### src/rtl/assert_macros.svh
// Assertion macros shared by the RTL of the recurrence term block
`ifndef ASSERT_MACROS_SVH
`define ASSERT_MACROS_SVH

// clocked check, held off during reset
`define LRT_ASSERT(label, prop, msg) \
  label: assert property (@(posedge clk_i) disable iff (!rst_ni) prop) else $error(msg);

// clocked check that also holds while reset is applied
`define LRT_ASSERT_ALL(label, prop, msg) \
  label: assert property (@(posedge clk_i) prop) else $error(msg);

`endif

### src/rtl/lrt_pkg.sv
// Package: widths, codes and controller/datapath interface types
package lrt_pkg;

  localparam int unsigned ValW = 31;
  localparam int unsigned IdxW = 63;
  localparam int unsigned CfgIdxW = 3;
  localparam int unsigned ProdW = 2 * ValW;
  localparam int unsigned NumW = ProdW + 1;
  localparam int unsigned CntW = $clog2(NumW);

  localparam logic [CfgIdxW-1:0] CFG_MODULUS = 3'd0;
  localparam logic [CfgIdxW-1:0] CFG_COEF_00 = 3'd1;
  localparam logic [CfgIdxW-1:0] CFG_COEF_01 = 3'd2;
  localparam logic [CfgIdxW-1:0] CFG_COEF_10 = 3'd3;
  localparam logic [CfgIdxW-1:0] CFG_COEF_11 = 3'd4;
  localparam logic [CfgIdxW-1:0] CFG_INIT_0 = 3'd5;
  localparam logic [CfgIdxW-1:0] CFG_INIT_1 = 3'd6;

  typedef enum logic [2:0] {
    ST_IDLE,
    ST_DISPATCH,
    ST_ROUND,
    ST_ISSUE,
    ST_WAIT
  } state_e;

  typedef enum logic [1:0] {
    OP_RB,
    OP_BB,
    OP_FIN
  } op_e;

  typedef enum logic [1:0] {
    OSEL_F0,
    OSEL_F1,
    OSEL_ZERO,
    OSEL_MAC
  } out_sel_e;

  typedef struct packed {
    logic     init;
    logic     mac_go;
    logic     first;
    op_e      op;
    logic [1:0] elem;
    logic     k;
    logic     commit_res;
    logic     commit_base;
    logic     shift_e;
    logic     out_en;
    out_sel_e out_sel;
  } ctrl_cmd_t;

  typedef struct packed {
    logic n_is0;
    logic n_is1;
    logic m_zero;
    logic e_zero;
    logic e_lsb;
    logic mac_done;
  } dp_stat_t;

endpackage

### src/rtl/lrt_mulmod.sv
// Modular multiply-accumulate: (addend + a*b) mod m, one remainder bit per cycle
`include "assert_macros.svh"
module lrt_mulmod import lrt_pkg::*; (
  input  logic            clk_i,
  input  logic            rst_ni,
  input  logic            go_i,
  input  logic [ValW-1:0] a_i,
  input  logic [ValW-1:0] b_i,
  input  logic [ValW-1:0] addend_i,
  input  logic [ValW-1:0] mod_i,
  output logic            done_o,
  output logic [ValW-1:0] rem_o
);

  logic            mul_q, run_q, done_q;
  logic [CntW-1:0] cnt_q;
  logic [ProdW-1:0] prod_q;
  logic [ValW-1:0] addend_q;
  logic [NumW-1:0] num_q;
  logic [ValW-1:0] rem_q, rem_d;
  logic [ValW:0]   rem_sh;

  always_comb begin
    rem_sh = {rem_q, num_q[NumW-1]};
    if (rem_sh >= {1'b0, mod_i}) begin
      rem_d = ValW'(rem_sh - {1'b0, mod_i});
    end else begin
      rem_d = rem_sh[ValW-1:0];
    end
  end

  always_ff @(posedge clk_i or negedge rst_ni) begin
    if (!rst_ni) begin
      mul_q  <= 1'b0;
      run_q  <= 1'b0;
      done_q <= 1'b0;
      cnt_q  <= '0;
    end else begin
      done_q <= 1'b0;
      mul_q  <= go_i;
      if (mul_q) begin
        run_q <= 1'b1;
        cnt_q <= CntW'(NumW - 1);
      end else if (run_q) begin
        if (cnt_q == '0) begin
          run_q  <= 1'b0;
          done_q <= 1'b1;
        end else begin
          cnt_q <= cnt_q - 1'b1;
        end
      end
    end
  end

  always_ff @(posedge clk_i) begin
    if (go_i) begin
      prod_q   <= a_i * b_i;
      addend_q <= addend_i;
    end
    if (mul_q) begin
      num_q <= {1'b0, prod_q} + NumW'(addend_q);
      rem_q <= '0;
    end else if (run_q) begin
      num_q <= {num_q[NumW-2:0], 1'b0};
      rem_q <= rem_d;
    end
  end

  assign done_o = done_q;
  assign rem_o  = rem_q;

  `LRT_ASSERT(a_go_idle, go_i |-> !(mul_q || run_q), "mulmod started while busy")
  `LRT_ASSERT(a_rem_below, (done_q && mod_i != '0) |-> (rem_q < mod_i), "remainder not reduced")

endmodule

### src/rtl/lrt_datapath.sv
// Datapath: configuration, matrices, exponent and result register
module lrt_datapath import lrt_pkg::*; (
  input  logic               clk_i,
  input  logic               rst_ni,
  input  logic               cfg_we_i,
  input  logic [CfgIdxW-1:0] cfg_index_i,
  input  logic [ValW-1:0]    cfg_data_i,
  input  logic [IdxW-1:0]    term_index_i,
  input  ctrl_cmd_t          cmd_i,
  output dp_stat_t           stat_o,
  output logic               done_o,
  output logic [ValW-1:0]    term_value_o
);

  logic [ValW-1:0] mod_q, c_q [4], f0_q, f1_q;
  logic [ValW-1:0] res_q [4], base_q [4], t_q [4];
  logic [IdxW-1:0] n_q, e_q;
  logic            out_en_q;
  logic [ValW-1:0] out_q;
  logic [ValW-1:0] op_a, op_b, addend, mm_rem;
  logic            mm_done;
  logic [1:0]      ia, ib;

  always_ff @(posedge clk_i or negedge rst_ni) begin
    if (!rst_ni) begin
      mod_q  <= ValW'(1000000007);
      c_q[0] <= ValW'(1);
      c_q[1] <= ValW'(1);
      c_q[2] <= ValW'(1);
      c_q[3] <= ValW'(0);
      f0_q   <= ValW'(1);
      f1_q   <= ValW'(2);
      out_en_q <= 1'b0;
    end else begin
      out_en_q <= cmd_i.out_en;
      if (cfg_we_i) begin
        case (cfg_index_i)
          CFG_MODULUS: mod_q  <= cfg_data_i;
          CFG_COEF_00: c_q[0] <= cfg_data_i;
          CFG_COEF_01: c_q[1] <= cfg_data_i;
          CFG_COEF_10: c_q[2] <= cfg_data_i;
          CFG_COEF_11: c_q[3] <= cfg_data_i;
          CFG_INIT_0:  f0_q   <= cfg_data_i;
          CFG_INIT_1:  f1_q   <= cfg_data_i;
          default: ;
        endcase
      end
    end
  end

  always_comb begin
    ia = {cmd_i.elem[1], cmd_i.k};
    ib = {cmd_i.k, cmd_i.elem[0]};
    case (cmd_i.op)
      OP_RB: begin
        op_a = res_q[ia];
        op_b = base_q[ib];
      end
      OP_BB: begin
        op_a = base_q[ia];
        op_b = base_q[ib];
      end
      default: begin
        op_a = cmd_i.k ? f0_q : f1_q;
        op_b = res_q[{1'b0, cmd_i.k}];
      end
    endcase
    addend = cmd_i.first ? '0 : mm_rem;
  end

  lrt_mulmod u_mulmod (
    .clk_i    (clk_i),
    .rst_ni   (rst_ni),
    .go_i     (cmd_i.mac_go),
    .a_i      (op_a),
    .b_i      (op_b),
    .addend_i (addend),
    .mod_i    (mod_q),
    .done_o   (mm_done),
    .rem_o    (mm_rem)
  );

  // last element arrives on the commit edge, so take it from the unit
  always_ff @(posedge clk_i) begin
    if (cmd_i.init) begin
      n_q <= term_index_i;
      e_q <= term_index_i - IdxW'(1);
      res_q[0] <= ValW'(1);
      res_q[1] <= '0;
      res_q[2] <= '0;
      res_q[3] <= ValW'(1);
      base_q <= c_q;
    end else begin
      if (cmd_i.commit_res) res_q <= '{t_q[0], t_q[1], t_q[2], mm_rem};
      if (cmd_i.commit_base) base_q <= '{t_q[0], t_q[1], t_q[2], mm_rem};
      if (cmd_i.shift_e) e_q <= e_q >> 1;
    end
    if (mm_done) t_q[cmd_i.elem] <= mm_rem;
    if (cmd_i.out_en) begin
      case (cmd_i.out_sel)
        OSEL_F0:   out_q <= f0_q;
        OSEL_F1:   out_q <= f1_q;
        OSEL_ZERO: out_q <= '0;
        default:   out_q <= mm_rem;
      endcase
    end
  end

  assign stat_o.n_is0    = (n_q == '0);
  assign stat_o.n_is1    = (n_q == IdxW'(1));
  assign stat_o.m_zero   = (mod_q == '0);
  assign stat_o.e_zero   = (e_q == '0);
  assign stat_o.e_lsb    = e_q[0];
  assign stat_o.mac_done = mm_done;
  assign done_o          = out_en_q;
  assign term_value_o    = out_q;

endmodule

### src/rtl/lrt_ctrl.sv
// Controller: sequences square-and-multiply rounds over the shared mulmod unit
`include "assert_macros.svh"
module lrt_ctrl import lrt_pkg::*; (
  input  logic      clk_i,
  input  logic      rst_ni,
  input  logic      start_i,
  input  dp_stat_t  stat_i,
  output ctrl_cmd_t cmd_o,
  output logic      busy_o
);

  state_e     state_q, state_d;
  op_e        op_q, op_d;
  logic [1:0] elem_q, elem_d;
  logic       k_q, k_d;

  always_ff @(posedge clk_i or negedge rst_ni) begin
    if (!rst_ni) begin
      state_q <= ST_IDLE;
      op_q    <= OP_RB;
      elem_q  <= '0;
      k_q     <= 1'b0;
    end else begin
      state_q <= state_d;
      op_q    <= op_d;
      elem_q  <= elem_d;
      k_q     <= k_d;
    end
  end

  always_comb begin
    state_d = state_q;
    op_d    = op_q;
    elem_d  = elem_q;
    k_d     = k_q;
    cmd_o   = '0;
    cmd_o.op    = op_q;
    cmd_o.elem  = elem_q;
    cmd_o.k     = k_q;
    cmd_o.first = !k_q;
    case (state_q)
      ST_IDLE: begin
        if (start_i) begin
          cmd_o.init = 1'b1;
          state_d = ST_DISPATCH;
        end
      end
      ST_DISPATCH: begin
        if (stat_i.n_is0 || stat_i.n_is1 || stat_i.m_zero) begin
          cmd_o.out_en  = 1'b1;
          cmd_o.out_sel = stat_i.n_is0 ? OSEL_F0 : (stat_i.n_is1 ? OSEL_F1 : OSEL_ZERO);
          state_d = ST_IDLE;
        end else begin
          state_d = ST_ROUND;
        end
      end
      ST_ROUND: begin
        elem_d = '0;
        k_d = 1'b0;
        if (stat_i.e_zero) op_d = OP_FIN;
        else if (stat_i.e_lsb) op_d = OP_RB;
        else op_d = OP_BB;
        state_d = ST_ISSUE;
      end
      ST_ISSUE: begin
        cmd_o.mac_go = 1'b1;
        state_d = ST_WAIT;
      end
      ST_WAIT: begin
        if (stat_i.mac_done) begin
          state_d = ST_ISSUE;
          if (!k_q) begin
            k_d = 1'b1;
          end else if (op_q == OP_FIN) begin
            cmd_o.out_en  = 1'b1;
            cmd_o.out_sel = OSEL_MAC;
            state_d = ST_IDLE;
          end else if (elem_q == 2'd3) begin
            k_d = 1'b0;
            elem_d = '0;
            if (op_q == OP_RB) begin
              cmd_o.commit_res = 1'b1;
              op_d = OP_BB;
            end else begin
              cmd_o.commit_base = 1'b1;
              cmd_o.shift_e = 1'b1;
              state_d = ST_ROUND;
            end
          end else begin
            k_d = 1'b0;
            elem_d = elem_q + 2'd1;
          end
        end
      end
      default: state_d = ST_IDLE;
    endcase
  end

  assign busy_o = (state_q != ST_IDLE);

  `LRT_ASSERT(a_one_issue, cmd_o.mac_go |=> !cmd_o.mac_go, "mulmod issued twice in a row")
  `LRT_ASSERT_ALL(a_idle_no_go, (state_q == ST_IDLE) |-> !cmd_o.mac_go, "mulmod issued in idle")

endmodule

### src/rtl/linear_recurrence_term_mod.sv
// Top level: n-th term of a 2x2 modular linear recurrence by matrix power
//
//  channel   signals                                  transfer when
//  input     start, busy, term_index_i                start && !busy
//  config    cfg_valid_i, cfg_ready_o, cfg_index_i,   cfg_valid_i && cfg_ready_o
//            cfg_data_i
//  result    term_valid_o, term_value_o               term_valid_o (one cycle)
//
// Index 0, 1 or zero modulus: the result is registered straight from the dispatch state.
// Otherwise each multiply-accumulate runs on the single bit-serial mulmod unit;
// a round needs 8 of them (square) or 16 (multiply and square), plus 2 to finish;
// there is one round per bit of n-1, with the multiply only for its set bits.
// Reset is asynchronous, active low. The result cannot be stalled.
module linear_recurrence_term_mod import lrt_pkg::*; (
  input  logic               clk_i,
  input  logic               rst_ni,
  input  logic               start,
  output logic               busy,
  input  logic [IdxW-1:0]    term_index_i,
  input  logic               cfg_valid_i,
  output logic               cfg_ready_o,
  input  logic [CfgIdxW-1:0] cfg_index_i,
  input  logic [ValW-1:0]    cfg_data_i,
  output logic               term_valid_o,
  output logic [ValW-1:0]    term_value_o
);

  ctrl_cmd_t cmd;
  dp_stat_t  stat;

  assign cfg_ready_o = 1'b1;

  lrt_ctrl u_ctrl (
    .clk_i   (clk_i),
    .rst_ni  (rst_ni),
    .start_i (start),
    .stat_i  (stat),
    .cmd_o   (cmd),
    .busy_o  (busy)
  );

  lrt_datapath u_datapath (
    .clk_i        (clk_i),
    .rst_ni       (rst_ni),
    .cfg_we_i     (cfg_valid_i),
    .cfg_index_i  (cfg_index_i),
    .cfg_data_i   (cfg_data_i),
    .term_index_i (term_index_i),
    .cmd_i        (cmd),
    .stat_o       (stat),
    .done_o       (term_valid_o),
    .term_value_o (term_value_o)
  );

endmodule

### config.mk
export PLATFORM = sky130hd
export DESIGN_NAME = linear_recurrence_term_mod
export DESIGN_NICKNAME = d
export VERILOG_FILES = /design/src/rtl/lrt_pkg.sv /design/src/rtl/lrt_mulmod.sv /design/src/rtl/lrt_datapath.sv /design/src/rtl/lrt_ctrl.sv /design/src/rtl/linear_recurrence_term_mod.sv
export VERILOG_INCLUDE_DIRS = /design/src /design/src/rtl
export SDC_FILE = /design/constraint.sdc
export NUM_CORES = 2
export LEC_CHECK = 0
export BUFFER_PORTS_ARGS = -buffer_cell sky130_fd_sc_hd__buf_2
export CAP_MARGIN = 5
export CORE_MARGIN = 4
export CORE_UTILIZATION = 43
export DETAILED_ROUTE_END_ITERATION = 10
export PLACE_DENSITY = 0.61
export SLEW_MARGIN = 20
export SYNTH_ARGS = -nofsm -noshare
export SYNTH_HDL_FRONTEND = slang
export SYNTH_SLANG_ARGS = --single-unit
export TNS_END_PERCENT = 1
### constraint.sdc
create_clock -name clk_i -period 21.1 [get_ports clk_i]
set_input_delay 4.22 -clock clk_i [delete_from_list [all_inputs] [get_ports clk_i]]
set_output_delay 4.22 -clock clk_i [all_outputs]
set_load 0.02 [all_outputs]
==> results.sh <==
export IMPL_synth_top_family_by_area="adder cells"
export IMPL_slew_viol_final=0
export IMPL_setup_tns_ps=0
export IMPL_vias=54259
export IMPL_skew_ps=84.5
export IMPL_stdcell_count=9657
export IMPL_syn_area_um2=73600
export IMPL_ioPinCount=135
export IMPL_startpoint_type="register"
export IMPL_setup_violations=0
export IMPL_cp_max_fo=109
export IMPL_synthMuxAreaShare_pct=6.60
export IMPL_cts_setup_buffers=0
export IMPL_synth_compound_area_share_pct=7.43
export IMPL_cp_required_ps=21530
export IMPL_routedWlPerCell_um=23.3
export IMPL_routed_wl_mm=225
export IMPL_fin_ws_ps=10050
export IMPL_rsz0062_at_grt="false"
export IMPL_cpPeakStageDelay_ps=930
export IMPL_synth_cell_types=86
export IMPL_slowest_stage="dfrtp_4"
export IMPL_peakVddDrop_v=0.0000780
export IMPL_path_buf_inv=4
export IMPL_async_reset_ff_share_pct=25.5
export IMPL_power_density_nw_per_um2=61.4
export IMPL_cts_hold_buffers=0
export IMPL_p_seq_share_pct=46.5
export IMPL_rr_worst_depth=27
export IMPL_synth_nets=8675
export IMPL_cp_end_kind="register"
export IMPL_drc=0
export IMPL_p_int_mw=3.46
export IMPL_grt_overflow=0
export IMPL_synth_xor_area_share_pct=2.34
export IMPL_die_area_um2=178000
export IMPL_yosysWarningCount=0
export IMPL_dp_cells=9470
export IMPL_cts_htree_levels=3
export IMPL_core_um2=170000
export IMPL_synth_ff_type="edfxtp_1"
export IMPL_n_fill_cell=15664
export IMPL_row_count=151
export IMPL_clkPwrFrac_pct=37.1
export IMPL_place_congestion=0.941
export IMPL_drive_gt1_share_pct=11.0
export IMPL_critical_path_top_delay_family="adder cells"
export IMPL_ctsResizeCount=0
export IMPL_status="completed"
export IMPL_fin_nets=8616
export IMPL_synthAdderAreaFrac_pct=28.3
export IMPL_maxSlewHeadroom_pct=15.9
export IMPL_cts_buffers=98
export IMPL_synth_cells=7411
export IMPL_drt_iter0_drc=4957
export IMPL_crit_arrival_ps=11480
export IMPL_synth_simple_gate_area_share_pct=14.8
export IMPL_clock_sinks=920
export IMPL_area_delta_synth_final_pct=8.56
export IMPL_p_total_mw=4.90
export IMPL_clk_path_buf_depth=3
export IMPL_hold_path_class="reg -> reg"
export IMPL_cts_root_buffer="clkbuf_16"
export IMPL_synth_edf_count=530
export IMPL_path_depth=27
export IMPL_synth_seq_cells=920
export IMPL_worstMarginPinSlew_ps=1260
export IMPL_dr_pass1_iters=6
export IMPL_hold_viol=0
export IMPL_io_buffer_count=133
export IMPL_switching_share_pct=29.5
export IMPL_max_cap_violations=0
export IMPL_worstSetupPathType="reg -> reg"
export IMPL_hpwl_mm=163
export IMPL_place_ws_ps=10050
export IMPL_die_y_um=422
export IMPL_antenna_left=0
export IMPL_avgSynthCellArea_um2=9.93
export IMPL_antenna_found_initial=11
export IMPL_vias_per_cell=5.62
export IMPL_min_period_ps=11050
export IMPL_power_switching_mw=1.45
export IMPL_grt_use_total_pct=25.2
export IMPL_path_clk_slew_ps=60
export IMPL_grt_pass1_wl_mm=346
export IMPL_die_w_um=422
export IMPL_start_util_pct=43.3
export IMPL_timing_final_crit_share_pct=52.4
export IMPL_grt_pass1_vias=56457
export IMPL_p_leak_nw=35.3
export IMPL_fmax_mhz=90.5
export IMPL_cts_tree="done"
export IMPL_synth_seq_area_share_pct=33.9
export IMPL_path_common_cell="fa_1"
export IMPL_grt_max_degree=200
export IMPL_insertion_delay_ps=760
export IMPL_whs_path_depth=2
export IMPL_combPwrFrac_pct=16.4
==> path summary, 6_finish.rpt <==
| path | startpoint | to | slack (ps) |
|---|---|---|---|
| setup / recovery | u_ctrl.k_q | u_datapath.u_mulmod.prod_q[57] | 10050 |
| hold / removal | u_datapath.res_q[123] | u_datapath.res_q[123] | 450 |
| setup reg to reg | u_ctrl.k_q | u_datapath.u_mulmod.prod_q[57] | 10050 |
| hold reg to reg | u_datapath.res_q[123] | u_datapath.res_q[123] | 450 |
| max in group asynchronous | rst_ni | u_ctrl.elem_q[1] | 15820 |
| min in group asynchronous | rst_ni | u_datapath.u_mulmod.cnt_q[0] | 3620 |
==> area by class of cell <==
class                   instances  area [µm²]  area share [%]
clock buffers                 130        2780            3.48
inverters                     874        3290            4.11
multi-input cells            5218       44000            55.0
clock inverters                56         638           0.798
well taps                    2218        2780            3.47
flip-flops and latches        920       24900            31.2
diodes                          1        2.50         0.00313
repair buffers                240        1500            1.88
==> cells in the mapped netlist, types with 12 or more instances <==
master / n / share of area [%]
a211oi_1: 31 / 0.32
a21o_1: 69 / 0.70
a21oi_1: 335 / 2.3
a22oi_1: 31 / 0.32
a311oi_1: 14 / 0.17
a31oi_1: 22 / 0.19
and2_1: 65 / 0.55
and3_1: 22 / 0.19
buf_1: 32 / 0.16
buf_2: 71 / 0.48
buf_4: 13 / 0.13
clkbuf_1: 282 / 1.4
dfrtp_1: 214 / 7.3
dfstp_2: 21 / 0.75
dfxtp_1: 155 / 4.2
edfxtp_1: 530 / 22
fa_1: 839 / 23
ha_1: 324 / 5.5
inv_1: 870 / 4.4
mux2_2: 230 / 3.5
mux2i_1: 87 / 1.2
mux4_2: 62 / 1.9
nand2_1: 1394 / 7.1
nand2b_1: 59 / 0.50
nand3_1: 58 / 0.39
nand4_1: 49 / 0.42
nor2_1: 679 / 3.5
nor2b_1: 28 / 0.24
nor3_1: 61 / 0.41
nor4_1: 48 / 0.41
o211ai_1: 12 / 0.12
o21a_1: 41 / 0.42
o21ai_0: 238 / 1.6
o21ai_1: 35 / 0.24
o21bai_1: 19 / 0.19
o31ai_1: 13 / 0.13
or2_2: 16 / 0.14
or3_1: 17 / 0.14
xnor2_1: 125 / 1.5
xor2_1: 72 / 0.86
==> worst min-delay path, stage by stage (launching register included) <==
cell and delay [ps]:
dfxtp_1 300, nand2_1 50, a21oi_1 50
==> registers in the layout (all words and copies together), names as in the netlist <==
name / flops
u_datapath.base_q: 124
u_datapath.c_q: 124
u_datapath.res_q: 124
u_datapath.t_q: 93
u_datapath.e_q: 63
u_datapath.n_q: 63
u_datapath.u_mulmod.num_q: 63
u_datapath.u_mulmod.prod_q: 62
u_datapath.f0_q: 31
u_datapath.f1_q: 31
u_datapath.mod_q: 31
u_datapath.term_value_o: 31
u_datapath.u_mulmod.addend_q: 31
u_datapath.u_mulmod.rem_o: 31
u_datapath.u_mulmod.cnt_q: 6
u_ctrl.state_q: 3
u_ctrl.elem_q: 2
u_ctrl.op_q: 2
u_ctrl.k_q: 1
u_datapath.done_o: 1
u_datapath.u_mulmod.done_o: 1
u_datapath.u_mulmod.mul_q: 1
u_datapath.u_mulmod.run_q: 1
==> stage by stage <==
step / utilization (%) / hold WS, ps / instance area, µm²
after global routing: 47.1 / 462 / 79900
after CTS: 47.1 / 453 / 79900
after global placement: 45.0 / 440 / 76500
after detailed placement: 45.0 / 444 / 76500
after floorplan: - / 433 / 73600
final: 47.1 / 453 / 79900
==> cell usage in the layout (no fill, tap or decap), types with 17 or more instances in the layout <==
cell type and count:
dfstp_2 21, a211oi_1 31, edfxtp_1 530, a22oi_1 31, mux2i_1 83, dfrtp_1 207, nor2_1 677, nand4_1 49
nor3_1 58, dfxtp_1 155, and3_1 22, mux2_2 230, nand3_1 58, nand2_1 1392, o21ai_1 33, and2_1 62
a31oi_1 22, mux4_2 62, nor4_1 48, o21bai_1 19, ha_1 324, xor2_1 72, o21ai_0 223, a21oi_1 326
inv_1 868, xnor2_1 125, fa_1 839, clkbuf_16 102, buf_4 105, nor2b_1 28, a21o_1 68, clkinv_2 17
nand2b_1 59, o21a_1 40, buf_2 132
==> layer usage <==
layer,up-vias,share of wire [%],global-route usage (%)
met5,-,0.032,0
met4,10,3.8,8.69
met2,2395,46,40.4
li1,24005,-,-
met1,27368,40,33.3
met3,481,10,6.61
==> power by group through the flow <==
stage	Combinational [mW]	Clock (mW)	Sequential, mW
6_report	0.805	1.82	2.28
3_3_place_gp	0.784	0	2.30
3_5_place_dp	0.799	0	2.31
2_1_floorplan	0.598	0	2.19
4_1_cts	0.802	1.85	2.27
5_1_grt	0.895	1.93	2.29
==> cell families after synthesis <==
logic type               Yosys count
other                              1
AO/OA/AOI/OAI                    923
AND/OR/NAND/NOR                 2555
XOR/XNOR                         197
multiplexers                     379
adder cells (fa/ha/maj)         1163
buffers and inverters           1273
flip-flops                       920
Note: power is estimated with default switching activity, not from simulation.
